File: src/hw/rtl/dbnc_pkg.sv
`timescale 1ns / 1ps
// Shared types and constants for the multi-button debouncer.
// Used by every module of the block; depends on nothing.
package dbnc_pkg;

  localparam int MASK_W = 8;

  typedef logic [7:0] count_t;
  typedef logic [1:0] event_kind_t;
  typedef logic [MASK_W-1:0] mask_t;

  localparam event_kind_t EV_NONE         = 2'd0;
  localparam event_kind_t EV_PRESS        = 2'd1;
  localparam event_kind_t EV_RELEASE      = 2'd2;
  localparam event_kind_t EV_HELD_RELEASE = 2'd3;

  localparam logic CFG_THRESHOLD = 1'b0;
  localparam logic CFG_HOLD_MASK = 1'b1;

  localparam count_t THRESHOLD_RESET = 8'd5;

  typedef struct packed {
    logic   last_sample;
    count_t agree_count;
    logic   stable_level;
  } entry_t;

  typedef struct packed {
    logic        wr_en;
    entry_t      entry;
    event_kind_t kind;
    mask_t       pressed;
  } upd_t;

endpackage

File: src/hw/rtl/dbnc_state_mem.sv
`timescale 1ns / 1ps
// Per-button state memory with a registered read, valid bits and write forwarding.
// Depends on dbnc_pkg.
module dbnc_state_mem #(
  parameter int BUTTON_COUNT = 8,
  parameter int IDX_W = 3
) (
  input  logic            clk,
  input  logic            rst,
  input  logic            rd_en,
  input  logic [IDX_W-1:0] rd_addr,
  output dbnc_pkg::entry_t rd_data,
  input  logic            wr_en,
  input  logic [IDX_W-1:0] wr_addr,
  input  dbnc_pkg::entry_t wr_data
);

  dbnc_pkg::entry_t mem [BUTTON_COUNT];
  dbnc_pkg::entry_t mem_q;
  dbnc_pkg::entry_t byp_data;
  logic [BUTTON_COUNT-1:0] valid;
  logic byp_hit;
  logic rd_valid;

  always_ff @(posedge clk) begin
    if (wr_en) begin
      mem[wr_addr] <= wr_data;
    end
    if (rd_en) begin
      mem_q    <= mem[rd_addr];
      byp_data <= wr_data;
    end
  end

  always_ff @(posedge clk) begin
    if (rst) begin
      valid    <= '0;
      byp_hit  <= 1'b0;
      rd_valid <= 1'b0;
    end else begin
      if (wr_en) begin
        valid[wr_addr] <= 1'b1;
      end
      if (rd_en) begin
        byp_hit  <= wr_en && (wr_addr == rd_addr);
        rd_valid <= valid[rd_addr];
      end
    end
  end

  assign rd_data = byp_hit ? byp_data : (rd_valid ? mem_q : '0);

`ifndef SYNTH
  a_forward : assert property (@(posedge clk) disable iff (rst)
    (rd_en && wr_en && (wr_addr == rd_addr)) |=> (rd_data == $past(wr_data)))
    else $error("state read does not see the write to the same entry");
`endif

endmodule

File: src/hw/rtl/dbnc_update.sv
`timescale 1ns / 1ps
// Read-modify-write logic: next state of one button, its event and the new pressed mask.
// Depends on dbnc_pkg.
module dbnc_update (
  input  dbnc_pkg::entry_t cur,
  input  logic             level,
  input  logic [2:0]       btn,
  input  logic             in_range,
  input  dbnc_pkg::count_t threshold,
  input  dbnc_pkg::mask_t  hold_mask,
  input  dbnc_pkg::mask_t  pressed,
  output dbnc_pkg::upd_t   upd
);

  dbnc_pkg::entry_t      nxt;
  dbnc_pkg::event_kind_t kind;
  dbnc_pkg::mask_t       pressed_next;
  dbnc_pkg::count_t      cnt_inc;

  assign cnt_inc = cur.agree_count + 8'd1;

  always_comb begin
    nxt          = cur;
    kind         = dbnc_pkg::EV_NONE;
    pressed_next = pressed;
    if (in_range) begin
      if (cur.last_sample == level) begin
        if (cur.agree_count < threshold) begin
          nxt.agree_count = cnt_inc;
          if ((cnt_inc == threshold) && (level != cur.stable_level)) begin
            nxt.stable_level = level;
            if (level) begin
              pressed_next[btn] = 1'b1;
              kind              = dbnc_pkg::EV_PRESS;
            end else begin
              pressed_next[btn] = 1'b0;
              kind = hold_mask[btn] ? dbnc_pkg::EV_HELD_RELEASE : dbnc_pkg::EV_RELEASE;
            end
          end
        end
      end else begin
        nxt.last_sample = level;
        nxt.agree_count = '0;
      end
    end
  end

  always_comb begin
    upd.wr_en   = in_range;
    upd.entry   = nxt;
    upd.kind    = kind;
    upd.pressed = pressed_next;
  end

endmodule

File: src/hw/rtl/multi_button_debouncer.sv
`timescale 1ns / 1ps
// Multi-button debouncer top level: stream ports, configuration and the request pipeline.
// Depends on dbnc_pkg, dbnc_state_mem and dbnc_update.
//
// Each request on the s_ side carries one raw sample: a button number and its level.
// Every accepted request produces exactly one result on the m_ side, in order: the
// event kind (none, press, release, release of a held action) in m_tuser, and the
// button number with the debounced pressed mask in m_tdata.
// A request passes the update stage and then the output register. One request is taken
// every cycle unless the receiver stalls, a rate set by the single read-modify-write of
// the per-button state memory, whose registered read is bridged by write forwarding. The
// cfg channel sets the debounce threshold (index 0) and the hold mask (index 1); it is
// always ready. The user must write it only while no request is in flight; the block
// does not enforce it. Reset sets the threshold to 5, clears the hold mask and the
// pressed mask, and marks every state entry as empty, so it reads as zero until first
// written. When the receiver stalls, the finished result waits in the output register and
// one more request is still taken into the update stage; after that s_tready falls.
module multi_button_debouncer #(
  parameter int BUTTON_COUNT = 8
) (
  input  logic        clk,
  input  logic        rst,
  input  logic        s_tvalid,
  output logic        s_tready,
  input  logic [7:0]  s_tdata,   // [2:0] button_number, [3] raw_level, [7:4] zero
  output logic        m_tvalid,
  input  logic        m_tready,
  output logic [15:0] m_tdata,   // [2:0] event_button, [10:3] pressed_mask, [15:11] zero
  output logic [1:0]  m_tuser,   // [1:0] event_kind
  input  logic        cfg_valid,
  output logic        cfg_ready,
  input  logic        cfg_index,
  input  logic [7:0]  cfg_data
);

  localparam int IDX_W = (BUTTON_COUNT > 1) ? $clog2(BUTTON_COUNT) : 1;

  dbnc_pkg::count_t threshold;
  dbnc_pkg::mask_t  hold_mask;
  dbnc_pkg::mask_t  pressed;

  logic       s1_valid;
  logic [2:0] s1_btn;
  logic       s1_level;
  logic       s1_in_range;

  logic                  out_valid;
  dbnc_pkg::event_kind_t out_kind;
  logic [2:0]            out_btn;
  dbnc_pkg::mask_t       out_mask;

  logic             accept;
  logic             advance;
  dbnc_pkg::entry_t rd_entry;
  dbnc_pkg::upd_t   upd;

  assign advance  = s1_valid && (!out_valid || m_tready);
  assign s_tready = !s1_valid || advance;
  assign accept   = s_tvalid && s_tready;

  dbnc_state_mem #(
    .BUTTON_COUNT(BUTTON_COUNT),
    .IDX_W(IDX_W)
  ) u_mem (
    .clk(clk),
    .rst(rst),
    .rd_en(accept),
    .rd_addr(IDX_W'(s_tdata[2:0])),
    .rd_data(rd_entry),
    .wr_en(advance && upd.wr_en),
    .wr_addr(IDX_W'(s1_btn)),
    .wr_data(upd.entry)
  );

  dbnc_update u_update (
    .cur(rd_entry),
    .level(s1_level),
    .btn(s1_btn),
    .in_range(s1_in_range),
    .threshold(threshold),
    .hold_mask(hold_mask),
    .pressed(pressed),
    .upd(upd)
  );

  assign cfg_ready = 1'b1;

  always_ff @(posedge clk) begin
    if (rst) begin
      threshold <= dbnc_pkg::THRESHOLD_RESET;
      hold_mask <= '0;
    end else if (cfg_valid) begin
      unique case (cfg_index)
        dbnc_pkg::CFG_THRESHOLD: threshold <= cfg_data;
        dbnc_pkg::CFG_HOLD_MASK: hold_mask <= cfg_data;
        default: ;
      endcase
    end
  end

  always_ff @(posedge clk) begin
    if (rst) begin
      s1_valid  <= 1'b0;
      out_valid <= 1'b0;
      pressed   <= '0;
    end else begin
      if (accept) begin
        s1_valid <= 1'b1;
      end else if (advance) begin
        s1_valid <= 1'b0;
      end
      if (advance) begin
        out_valid <= 1'b1;
        pressed   <= upd.pressed;
      end else if (m_tready) begin
        out_valid <= 1'b0;
      end
    end
  end

  always_ff @(posedge clk) begin
    if (accept) begin
      s1_btn      <= s_tdata[2:0];
      s1_level    <= s_tdata[3];
      s1_in_range <= (32'(s_tdata[2:0]) < BUTTON_COUNT);
    end
    if (advance) begin
      out_kind <= upd.kind;
      out_btn  <= s1_btn;
      out_mask <= upd.pressed;
    end
  end

  assign m_tvalid = out_valid;
  assign m_tdata  = {5'b0, out_mask, out_btn};
  assign m_tuser  = out_kind;

`ifndef SYNTH
  a_press_sets_bit : assert property (@(posedge clk) disable iff (rst)
    (out_valid && (out_kind == dbnc_pkg::EV_PRESS)) |-> out_mask[out_btn])
    else $error("press reported without its bit in the pressed mask");

  a_release_clears_bit : assert property (@(posedge clk) disable iff (rst)
    (out_valid && ((out_kind == dbnc_pkg::EV_RELEASE) ||
                   (out_kind == dbnc_pkg::EV_HELD_RELEASE))) |-> !out_mask[out_btn])
    else $error("release reported with its bit still in the pressed mask");

  a_held_needs_hold : assert property (@(posedge clk) disable iff (rst)
    (out_valid && (out_kind == dbnc_pkg::EV_HELD_RELEASE)) |-> hold_mask[out_btn])
    else $error("held release reported for a button without its hold bit");

  a_out_of_range_quiet : assert property (@(posedge clk) disable iff (rst)
    (out_valid && (32'(out_btn) >= BUTTON_COUNT)) |-> (out_kind == dbnc_pkg::EV_NONE))
    else $error("event reported for a button beyond the configured count");
`endif

endmodule

File: config.mk
export PLATFORM = sky130hd
export DESIGN_NAME = multi_button_debouncer
export DESIGN_NICKNAME = d
export VERILOG_FILES = /design/src/hw/rtl/dbnc_pkg.sv /design/src/hw/rtl/dbnc_state_mem.sv /design/src/hw/rtl/dbnc_update.sv /design/src/hw/rtl/multi_button_debouncer.sv
export SDC_FILE = /design/constraint.sdc
export NUM_CORES = 1
export LEC_CHECK = 0
export ABC_AREA = 1
export BUFFER_PORTS_ARGS = -buffer_cell sky130_fd_sc_hd__buf_2
export CORE_MARGIN = 5
export CORE_UTILIZATION = 60
export CTS_BUF_LIST = sky130_fd_sc_hd__clkbuf_8 sky130_fd_sc_hd__clkbuf_16
export DETAILED_ROUTE_END_ITERATION = 10
export PLACE_DENSITY_LB_ADDON = 0.12
export SLEW_MARGIN = 25
export SYNTH_ARGS = -nofsm -noshare
export SYNTH_HDL_FRONTEND = slang
export SYNTH_SLANG_ARGS = --single-unit
File: constraint.sdc
create_clock -name clk -period 7.5 [get_ports clk]
set_input_delay 0.75 -clock clk [delete_from_list [all_inputs] [get_ports clk]]
set_output_delay 0.75 -clock clk [all_outputs]
set_load 0.02 [all_outputs]
==> results.sh, run 1 <==
export IMPL_reg2reg_to="u_mem.byp_data[2]$_DFFE_PP_"
export IMPL_clock_fmax_mhz=246.5
export IMPL_ios=43
export IMPL_finalHoldViolations=0
export IMPL_numClockSinks=153
export IMPL_yosys_warnings=0
export IMPL_layout_min_cycle_time_ns=4.057
export IMPL_gp_congestion=0.9151
export IMPL_maxSlewViolCount=0
export IMPL_crit_path_end_kind="register"
export IMPL_worst_hold_startpoint="u_mem.valid[6]$_SDFFE_PP0P_"
export IMPL_irDropWorstVdd_uv=264.9
export IMPL_setup_ws_ns=3.443
export IMPL_reg2reg_slack_ns=3.44
export IMPL_start_util_pct=61.46
export IMPL_grt_max_degree=48
export IMPL_viasPerCell=5.662
export IMPL_dp_slack_ns=3.291
export IMPL_cts_buffers=17
export IMPL_grt_pass1_wl_mm=24.80
export IMPL_leakagePower_nw=3.049
export IMPL_drv_cap=0
export IMPL_ant_nets=0
export IMPL_slowest_stage="a211oi_1"
export IMPL_worstPathRequired_ns=7.59
export IMPL_busiest_layer="met2"
export IMPL_die_area_sq_um=13960
export IMPL_postSynthAreaPerCell_sq_um=9.898
export IMPL_cts_max_level=4
export IMPL_clk_latency_ns=0.42
export IMPL_cp_start_kind="register"
export IMPL_synth_top_cell_area_share_pct=50.06
export IMPL_fin_nets=767
export IMPL_worst_path_largest_cell_delay_ns=0.80
export IMPL_fin_crit_sh_pct=54.09
export IMPL_dr_pass1_iters=5
export IMPL_hold_class="reg -> reg"
export IMPL_synth_edf_count=117
export IMPL_min_to="u_mem.valid[6]$_SDFFE_PP0P_"
export IMPL_async_flop_share_pct=0
export IMPL_gr_usage_met1_pct=28.54
export IMPL_cts_root_buf="clkbuf_16"
export IMPL_vias=5039
export IMPL_core_sq_um=11420
export IMPL_cts_tree="built"
export IMPL_die_w_microns=118.2
export IMPL_critPathLaunch="u_mem.byp_hit$_SDFFE_PP0P_"
export IMPL_clockBufferDepth=2
export IMPL_arrival_ns=4.15
export IMPL_grtUsageMet3_pct=6.160
export IMPL_cts_hold_buf=0
export IMPL_path_buf_inv=2
export IMPL_final_util_pct=69.01
export IMPL_ys_flop_type="edfxtp_1"
export IMPL_hpwl_mm=9.655
export IMPL_first_iter_violations=413
export IMPL_worstPathCellList="nor2_2, a22oi_1, inv_1, ha_1, nand2_1, nor2_1, a211oi_1, a21boi_4, inv_1, a211oi_1"
export IMPL_synthDistinctLibCells=44
export IMPL_globalRouteTotalUtil_pct=22.35
export IMPL_wl_per_cell_microns=16.91
export IMPL_netlist_area_sq_um=7018
export IMPL_drc=0
export IMPL_portBuffers=32
export IMPL_ys_top_cells_by_area="edfxtp_1 50%, dfxtp_1 10%, nor2_1 6.6%"
export IMPL_r2r_start="u_mem.byp_hit$_SDFFE_PP0P_"
export IMPL_placementRows=39
export IMPL_cts_resized=0
export IMPL_clkTransAtPathRegs_ns=0.06
export IMPL_diodes=0
export IMPL_critPathTopFamily="compound AO/OA/AOI/OAI gates"
export IMPL_maxSlewHeadroom_pct=35.58
export IMPL_power_density_nw_per_um2=261.5
export IMPL_rsz0062_at_grt="no"
export IMPL_min_path_cells=2
export IMPL_synth_top_area_cell="edfxtp_1"
export IMPL_grt_pass1_vias=4951
export IMPL_crit_type="reg -> reg"
export IMPL_outcome="complete, no violations"
export IMPL_yosys_register_bits=153
export IMPL_gr_total_overflow=0
export IMPL_met2_usage_pct=37.48
export IMPL_fin_worst_skew_ns=0.008543
export IMPL_setup_viol=0
export IMPL_synthCells=709
export IMPL_wirelength_mm=15.05
export IMPL_worst_pin_slew_ns=0.9590
export IMPL_rr_worst_depth=10
export IMPL_crit_fanout=24
export IMPL_yosysSeqAreaShare_pct=60.33
export IMPL_dieHeight_microns=118.2
export IMPL_syn2layout_area_growth_pct=12.28
export IMPL_cts_setup_buffers=0
export IMPL_drive_gt1_share_pct=16.87
export IMPL_antenna_found_initial=0
export IMPL_final_setup_tns_ns=0
layer usage:
layer	part of all wire [%]	up-vias
li1	-	2475
met1	43	2409
met2	50	137
met3	6.0	18
met4	1.2	0
met5	0	-
power breakdown:
| group | leakage [nW] | switching (mW) | internal [mW] |
|---|---|---|---|
| Clock | 0.288 | 0.326 | 0.517 |
| Sequential | 1.38 | 0.0189 | 0.970 |
| Combinational | 1.38 | 0.166 | 0.0622 |
| Total | 3.05 | 0.511 | 1.55 |
registers in the layout, summed over array words and instances, names as in the netlist, 2 cells and up:
| register | cells |
|---|---|
| u_mem.mem | 80 |
| u_mem.byp_data | 10 |
| u_mem.mem_q | 10 |
| hold_mask | 8 |
| out_mask | 8 |
| pressed | 8 |
| threshold | 8 |
| u_mem.valid | 8 |
| out_btn | 3 |
| s1_btn | 3 |
| m_tuser | 2 |
final cells by class:
type | instances | area (sq um)
Tap cell | 143 | 178.9
Sequential cell | 153 | 4234
Multi-Input combinational cell | 463 | 2434
Inverter | 62 | 237.7
Timing Repair Buffer | 39 | 212.7
Fill cell | 852 | 3538
Clock inverter | 13 | 157.7
Clock buffer | 17 | 425.4
worst reg2reg max path, delay by kind of cell (launching register included):
kind                       cells  cell delay [ns]
AOI/OAI and AO/OA              4             2.01
adders and majority gates      1             0.31
buffers and inverters          2             0.39
DFF                            1             0.77
and+or+nand+nor                3             0.28
synth_stat cells, types with 2 or more instances:
| library cell | instances |
|---|---|
| nand3_1 | 22 |
| a21oi_1 | 19 |
| nand2_1 | 102 |
| nand3_2 | 4 |
| a21oi_2 | 8 |
| edfxtp_1 | 117 |
| clkbuf_1 | 18 |
| nand4_1 | 8 |
| o211ai_1 | 4 |
| nor2_1 | 123 |
| o221ai_1 | 2 |
| ha_1 | 9 |
| nor2_2 | 3 |
| nand2_2 | 18 |
| nor3_1 | 7 |
| buf_4 | 7 |
| conb_1 | 2 |
| buf_6 | 2 |
| inv_1 | 59 |
| a31oi_1 | 11 |
| o21ai_0 | 74 |
| a22oi_1 | 2 |
| o21ai_1 | 2 |
| a211oi_1 | 9 |
| buf_1 | 5 |
| buf_2 | 2 |
| nor4_1 | 3 |
| dfxtp_1 | 36 |
| nor2_4 | 5 |
| o22ai_1 | 12 |
through the flow:
step	power [mW]	hold WS, ns	instance area, sq um	instances
after floorplan	1.167	0.4244	7033	713
after global placement	1.214	0.4479	7257	860
after detailed placement	1.224	0.4557	7259	860
after CTS	2.061	0.4701	7843	890
after global routing	2.141	0.4938	7880	890
final	2.060	0.4711	7880	890
kinds of logic (layout without fill, tap and decap cells):
group	after synthesis	after routing	synth area share (%)
xor+xnor	3	3	0.6419
other cells	2	6	0.1070
flops	153	153	60.33
simple gates	299	299	19.18
compound gates	146	146	12.09
buf+inv	97	131	6.044
fa+ha+maj	9	9	1.605
layout by cell type (no fill, tap or decap), types with 3 or more instances in the layout:
cell type / instances
a211oi_1: 3
a211oi_2: 6
a21oi_1: 19
a21oi_2: 8
a31oi_1: 11
buf_2: 32
buf_4: 7
bufinv_16: 3
clkbuf_16: 17
clkinv_4: 3
conb_1: 6
dfxtp_1: 36
edfxtp_1: 117
ha_1: 9
inv_1: 59
inv_2: 3
nand2_1: 102
nand2_2: 18
nand3_1: 22
nand3_2: 4
nand4_1: 8
nor2_1: 122
nor2_2: 4
nor2_4: 5
nor3_1: 7
nor4_2: 4
o211ai_1: 4
o21ai_0: 74
o22ai_1: 12
how the worst max path moves through the flow:
stage / endpoint / slack, ns / cells after the start
after global routing: u_mem.byp_data[2]$_DFFE_PP_ / 3.08 / 10
after CTS: u_mem.mem[6][8]$_DFFE_PP_ / 3.25 / 10
after floorplan: u_mem.byp_data[6]$_DFFE_PP_ / 4.71 / 13
after detailed placement: u_mem.mem[6][8]$_DFFE_PP_ / 3.29 / 10
after global placement: u_mem.mem[0][2]$_DFFE_PP_ / 3.42 / 10
final: u_mem.byp_data[2]$_DFFE_PP_ / 3.44 / 10
No activity file was read; power rests on OpenSTA's default activity.
==> run 2, diff against run 1 <==
clock period = 3.8 ns   (was 7.5 ns; I/O delays follow)
==> run 2 against run 1 <==
Routed wire length rose by 1.2%. Clock skew fell by 0.0016 ns. Largest cell class unchanged. Critical endpoint is now u_mem.mem[7][8]$_DFFE_PP_. Sequential share of layout area barely moved.
==> results.sh, run 2 (synthesized netlist as in run 1, its figures left out) <==
export IMPL_outcome="complete, no violations"
export IMPL_first_iter_violations=445
export IMPL_final_setup_tns_ns=0
export IMPL_cts_buffers=17
export IMPL_dpl_cell_area_sq_um=7332
export IMPL_drv_cap=0
export IMPL_grtUsageMet3_pct=4.728
export IMPL_reg2reg_slack_ns=0.38
export IMPL_core_sq_um=11420
export IMPL_cts_resized=0
export IMPL_worst_pin_slew_ns=1.066
export IMPL_r2r_start="u_mem.rd_valid$_SDFFE_PP0P_"
export IMPL_maxSlewViolCount=0
export IMPL_critPathLaunch="u_mem.rd_valid$_SDFFE_PP0P_"
export IMPL_maxSlewHeadroom_pct=28.48
export IMPL_hold_class="in -> reg"
export IMPL_cp_start_kind="register"
export IMPL_ios=43
export IMPL_grt_max_degree=47
export IMPL_diodes=0
export IMPL_clockBufferDepth=2
export IMPL_fin_area_sq_um=7886
export IMPL_crit_type="reg -> reg"
export IMPL_clock_fmax_mhz=292.7
export IMPL_die_w_microns=118.2
export IMPL_grt_pass1_wl_mm=24.43
export IMPL_grt_pass1_vias=4897
export IMPL_largest_register="u_mem.mem"
export IMPL_fin_worst_skew_ns=0.006969
export IMPL_gr_total_overflow=0
export IMPL_finalHoldViolations=0
export IMPL_fin_nets=777
export IMPL_clkTransAtPathRegs_ns=0.06
export IMPL_fillerInstances=884
export IMPL_drive_gt1_share_pct=17.00
export IMPL_start_util_pct=61.46
export IMPL_layout_commonest_cell="nor2_1"
export IMPL_numClockSinks=153
export IMPL_gp_congestion=0.9143
export IMPL_syn2layout_area_growth_pct=12.37
export IMPL_vias=5102
export IMPL_final_util_pct=69.07
export IMPL_largest_reg_flops=80
export IMPL_gr_usage_met1_pct=28.05
export IMPL_cts_max_level=4
export IMPL_cts_root_buf="clkbuf_16"
export IMPL_placementRows=39
export IMPL_dr_pass1_iters=5
export IMPL_busiest_layer="met2"
export IMPL_drc=0
export IMPL_mostFrequentLayoutCells="123 x nor2_1, 117 x edfxtp_1, 102 x nand2_1"
export IMPL_layout_min_cycle_time_ns=3.417
export IMPL_power_density_nw_per_um2=502.2
export IMPL_reg_largest_list="u_mem.mem x80, u_mem.byp_data x10, u_mem.mem_q x10"
export IMPL_wl_per_cell_microns=16.88
export IMPL_wirelength_mm=15.23
export IMPL_cts_tree="built"
export IMPL_clk_latency_ns=0.42
export IMPL_crit_fanout=15
export IMPL_worst_hold_startpoint="s_tdata[3]"
export IMPL_cts_setup_buffers=0
export IMPL_irDropWorstVdd_uv=389.5
export IMPL_setup_viol=0
export IMPL_rsz0062_at_grt="no"
export IMPL_ant_nets=0
export IMPL_hpwl_mm=10.01
export IMPL_fin_crit_sh_pct=89.91
export IMPL_viasPerCell=5.656
export IMPL_met2_usage_pct=37.13
export IMPL_worstPathRequired_ns=3.87
export IMPL_leakagePower_nw=3.079
export IMPL_die_area_sq_um=13960
export IMPL_dieHeight_microns=118.2
export IMPL_crit_path_end_kind="register"
export IMPL_globalRouteTotalUtil_pct=22.08
export IMPL_antenna_found_initial=0
export IMPL_power_total_mw=3.961
export IMPL_arrival_ns=3.49
export IMPL_portBuffers=32
export IMPL_cts_hold_buf=0
[run 2: stage by stage]
stage / hold WS (ns) / cells / setup slack [ns]
final: 0.1295 / 902 / 0.3834
after global routing: 0.1133 / 902 / 0.1753
after CTS: 0.1099 / 902 / 0.4679
after detailed placement: 0.4581 / 870 / 0.5227
after global placement: 0.4509 / 870 / 0.6198
after floorplan: 0.4244 / 713 / 1.013
[run 2: layer usage]
layer	vias up	part of all wire, %	wire (microns)
met3	33	5.9	902
li1	2493	-	-
met5	-	0	0
met2	169	49	7520
met4	0	2.0	303
met1	2407	43	6502
[run 2: worst paths after layout]
path / endpoint / cells after the start
worst max-delay path: u_mem.mem[7][8]$_DFFE_PP_ / 11
worst min-delay path: s1_level$_DFFE_PP_ / 1
worst max register to register: u_mem.mem[7][8]$_DFFE_PP_ / 11
worst min register to register: u_mem.valid[5]$_SDFFE_PP0P_ / 2
[run 2: critical path: stages, from the launching register on]
cell	delay [ns]
dfxtp_1	0.63
inv_1	0.14
nor2_2	0.16
a22oi_1	0.12
inv_1	0.11
ha_1	0.24
nand2_1	0.09
nor2_1	0.05
a211oi_1	0.16
a21boi_2	0.32
inv_1	0.17
a211oi_1	0.88
[run 2: area by class of cell]
cell class	instances	area, sq um	share of cell area [%]
clock buffer	18	439.2	5.569
clock inverter	14	110.1	1.396
inverter	62	237.7	3.014
multi-input combinational	463	2399	30.41
sequential	153	4234	53.69
tap	143	178.9	2.269
timing repair buffer	49	287.8	3.649
[run 2: report_power, final]
group	internal, mW	leakage [nW]	switching, mW
clock network	0.908	0.278	0.644
logic	0.134	1.42	0.325
registers	1.91	1.38	0.0355
total	2.96	3.08	1.00
==> run 3, diff against run 2 <==
PLACE_DENSITY = 0.78   (was unset)
PLACE_DENSITY_LB_ADDON = unset   (was 0.12)
==> run 3 against run 2 <==
First-iteration DRC count up 19%. Non-clock buffer count fell by 4. Clock skew rose by 0.0032 ns. Routed wire length is 2.7% higher. Core utilization grew 0.49 points. Sequential power barely moved. Via count grew 2.7%. Final area rose by 0.71%. Hold slack improved by 0.014 ns. Maximum frequency grew 3.6%. Setup slack improved by 0.12 ns.
==> results.sh, run 3 (synthesized netlist as in run 1, its figures left out) <==
export IMPL_outcome="complete, no violations"
export IMPL_slowest_stage="nor3_1"
export IMPL_portBuffers=32
export IMPL_whs_ns=0.1435
export IMPL_ant_nets=0
export IMPL_hold_class="in -> reg"
export IMPL_largest_register="u_mem.mem"
export IMPL_cp_num_cells=12
export IMPL_finalHoldViolations=0
export IMPL_grt_max_degree=47
export IMPL_die_w_microns=118.2
export IMPL_rr_worst_depth=12
export IMPL_fin_worst_skew_ns=0.01017
export IMPL_ios=43
export IMPL_cts_max_level=4
export IMPL_numClockSinks=153
export IMPL_syn2layout_area_growth_pct=13.18
export IMPL_setup_ws_ns=0.5032
export IMPL_gr_total_overflow=0
export IMPL_placementRows=39
export IMPL_largest_reg_flops=80
export IMPL_clockBufferDepth=2
export IMPL_dp_slack_ns=0.5393
export IMPL_maxSlewViolCount=0
export IMPL_cts_resized=0
export IMPL_arrival_ns=3.38
export IMPL_worst_path_largest_cell_delay_ns=0.74
export IMPL_clkTransAtPathRegs_ns=0.06
export IMPL_cts_buffers=17
export IMPL_hpwl_mm=9.839
export IMPL_drive_gt1_share_pct=17.22
export IMPL_min_path_cells=1
export IMPL_irDropWorstVdd_uv=444.3
export IMPL_diodes=0
export IMPL_viasPerCell=5.833
export IMPL_grt_pass1_vias=5137
export IMPL_rsz0062_at_grt="no"
export IMPL_core_sq_um=11420
export IMPL_vias=5238
export IMPL_antenna_found_initial=0
export IMPL_final_util_pct=69.56
export IMPL_power_density_nw_per_um2=520.2
export IMPL_wirelength_mm=15.64
export IMPL_worstPathRequired_ns=3.89
export IMPL_leakagePower_nw=3.082
export IMPL_layout_min_cycle_time_ns=3.297
export IMPL_fin_nets=773
export IMPL_cts_hold_buf=0
export IMPL_crit_fanout=23
export IMPL_dr_pass1_iters=6
export IMPL_layout_commonest_cell="nor2_1"
export IMPL_crit_type="reg -> reg"
export IMPL_gp_congestion=0.8835
export IMPL_worstPathCellList="inv_1, nor2_2, a22oi_1, inv_1, ha_1, nand2_1, nor2_1, a211oi_1, a21boi_2, buf_4, nor2_1, nor3_1"
export IMPL_first_iter_violations=531
export IMPL_fin_crit_sh_pct=86.76
export IMPL_reg_largest_list="u_mem.mem x80, u_mem.byp_data x10, u_mem.mem_q x10"
export IMPL_start_util_pct=61.46
export IMPL_dieHeight_microns=118.2
export IMPL_path_buf_inv=3
export IMPL_wl_per_cell_microns=17.41
export IMPL_die_area_sq_um=13960
export IMPL_mostFrequentLayoutCells="123 x nor2_1, 117 x edfxtp_1, 102 x nand2_1"
export IMPL_drv_cap=0
export IMPL_final_setup_tns_ns=0
export IMPL_worst_pin_slew_ns=1.051
export IMPL_globalRouteTotalUtil_pct=22.53
export IMPL_critPathTopFamily="simple AND/OR/NAND/NOR gates"
export IMPL_crit_path_end_kind="register"
export IMPL_cp_start_kind="register"
export IMPL_clock_fmax_mhz=303.3
export IMPL_drc=0
export IMPL_setup_viol=0
export IMPL_cts_root_buf="clkbuf_16"
export IMPL_maxSlewHeadroom_pct=29.39
export IMPL_cts_tree="built"
export IMPL_clk_latency_ns=0.42
export IMPL_cts_setup_buffers=0
export IMPL_grt_pass1_wl_mm=25.20
==> run 3: changes by cell type in the layout (fill, tap and decap cells not counted), sizes merged <==
cell      before  now
inv           66   69
buf           49   45
clkinvlp       2    1
bufinv         1    2
clkinv         7    5
clkbuf        18   17
==> run 3: per-stage QoR <==
step	instances	cell area [sq um]	power (mW)
after floorplan	713	7033	2.303
after global placement	866	7328	2.413
after detailed placement	866	7328	2.437
after CTS	898	7938	4.133
after global routing	898	7943	4.277
final	898	7943	4.131
==> run 3: per-layer routing <==
layer / up-vias / routed length, microns / track usage (%)
met4: 0 / 294 / 8.674
met3: 26 / 1137 / 4.441
li1: 2495 / - / -
met1: 2496 / 6391 / 28.41
met5: - / 0 / 0
met2: 221 / 7811 / 38.50
==> run 3: final cells by class <==
class / count / area, sq um
Fill cell: 789 / 3476
Multi-Input combinational cell: 463 / 2425
Tap cell: 143 / 178.9
Inverter: 62 / 237.7
Clock buffer: 17 / 425.4
Clock inverter: 15 / 183.9
Timing Repair Buffer: 45 / 257.7
Sequential cell: 153 / 4234
==> run 3: path summary, 6_finish.rpt <==
| kind | to | slack (ns) | start |
|---|---|---|---|
| hold reg to reg | hold_mask[1]$_SDFFE_PP0P_ | 0.48 | hold_mask[1]$_SDFFE_PP0P_ |
| setup / recovery | u_mem.mem[1][1]$_DFFE_PP_ | 0.50 | u_mem.rd_valid$_SDFFE_PP0P_ |
| setup reg to reg | u_mem.mem[1][1]$_DFFE_PP_ | 0.50 | u_mem.rd_valid$_SDFFE_PP0P_ |
| hold / removal | s1_level$_DFFE_PP_ | 0.14 | s_tdata[3] |
==> run 3: power breakdown <==
part | internal (mW) | switching (mW) | leakage, nW
Sequential | 1.91 | 0.0367 | 1.38
Combinational | 0.133 | 0.331 | 1.40
Clock | 0.997 | 0.720 | 0.298
Total | 3.04 | 1.09 | 3.08
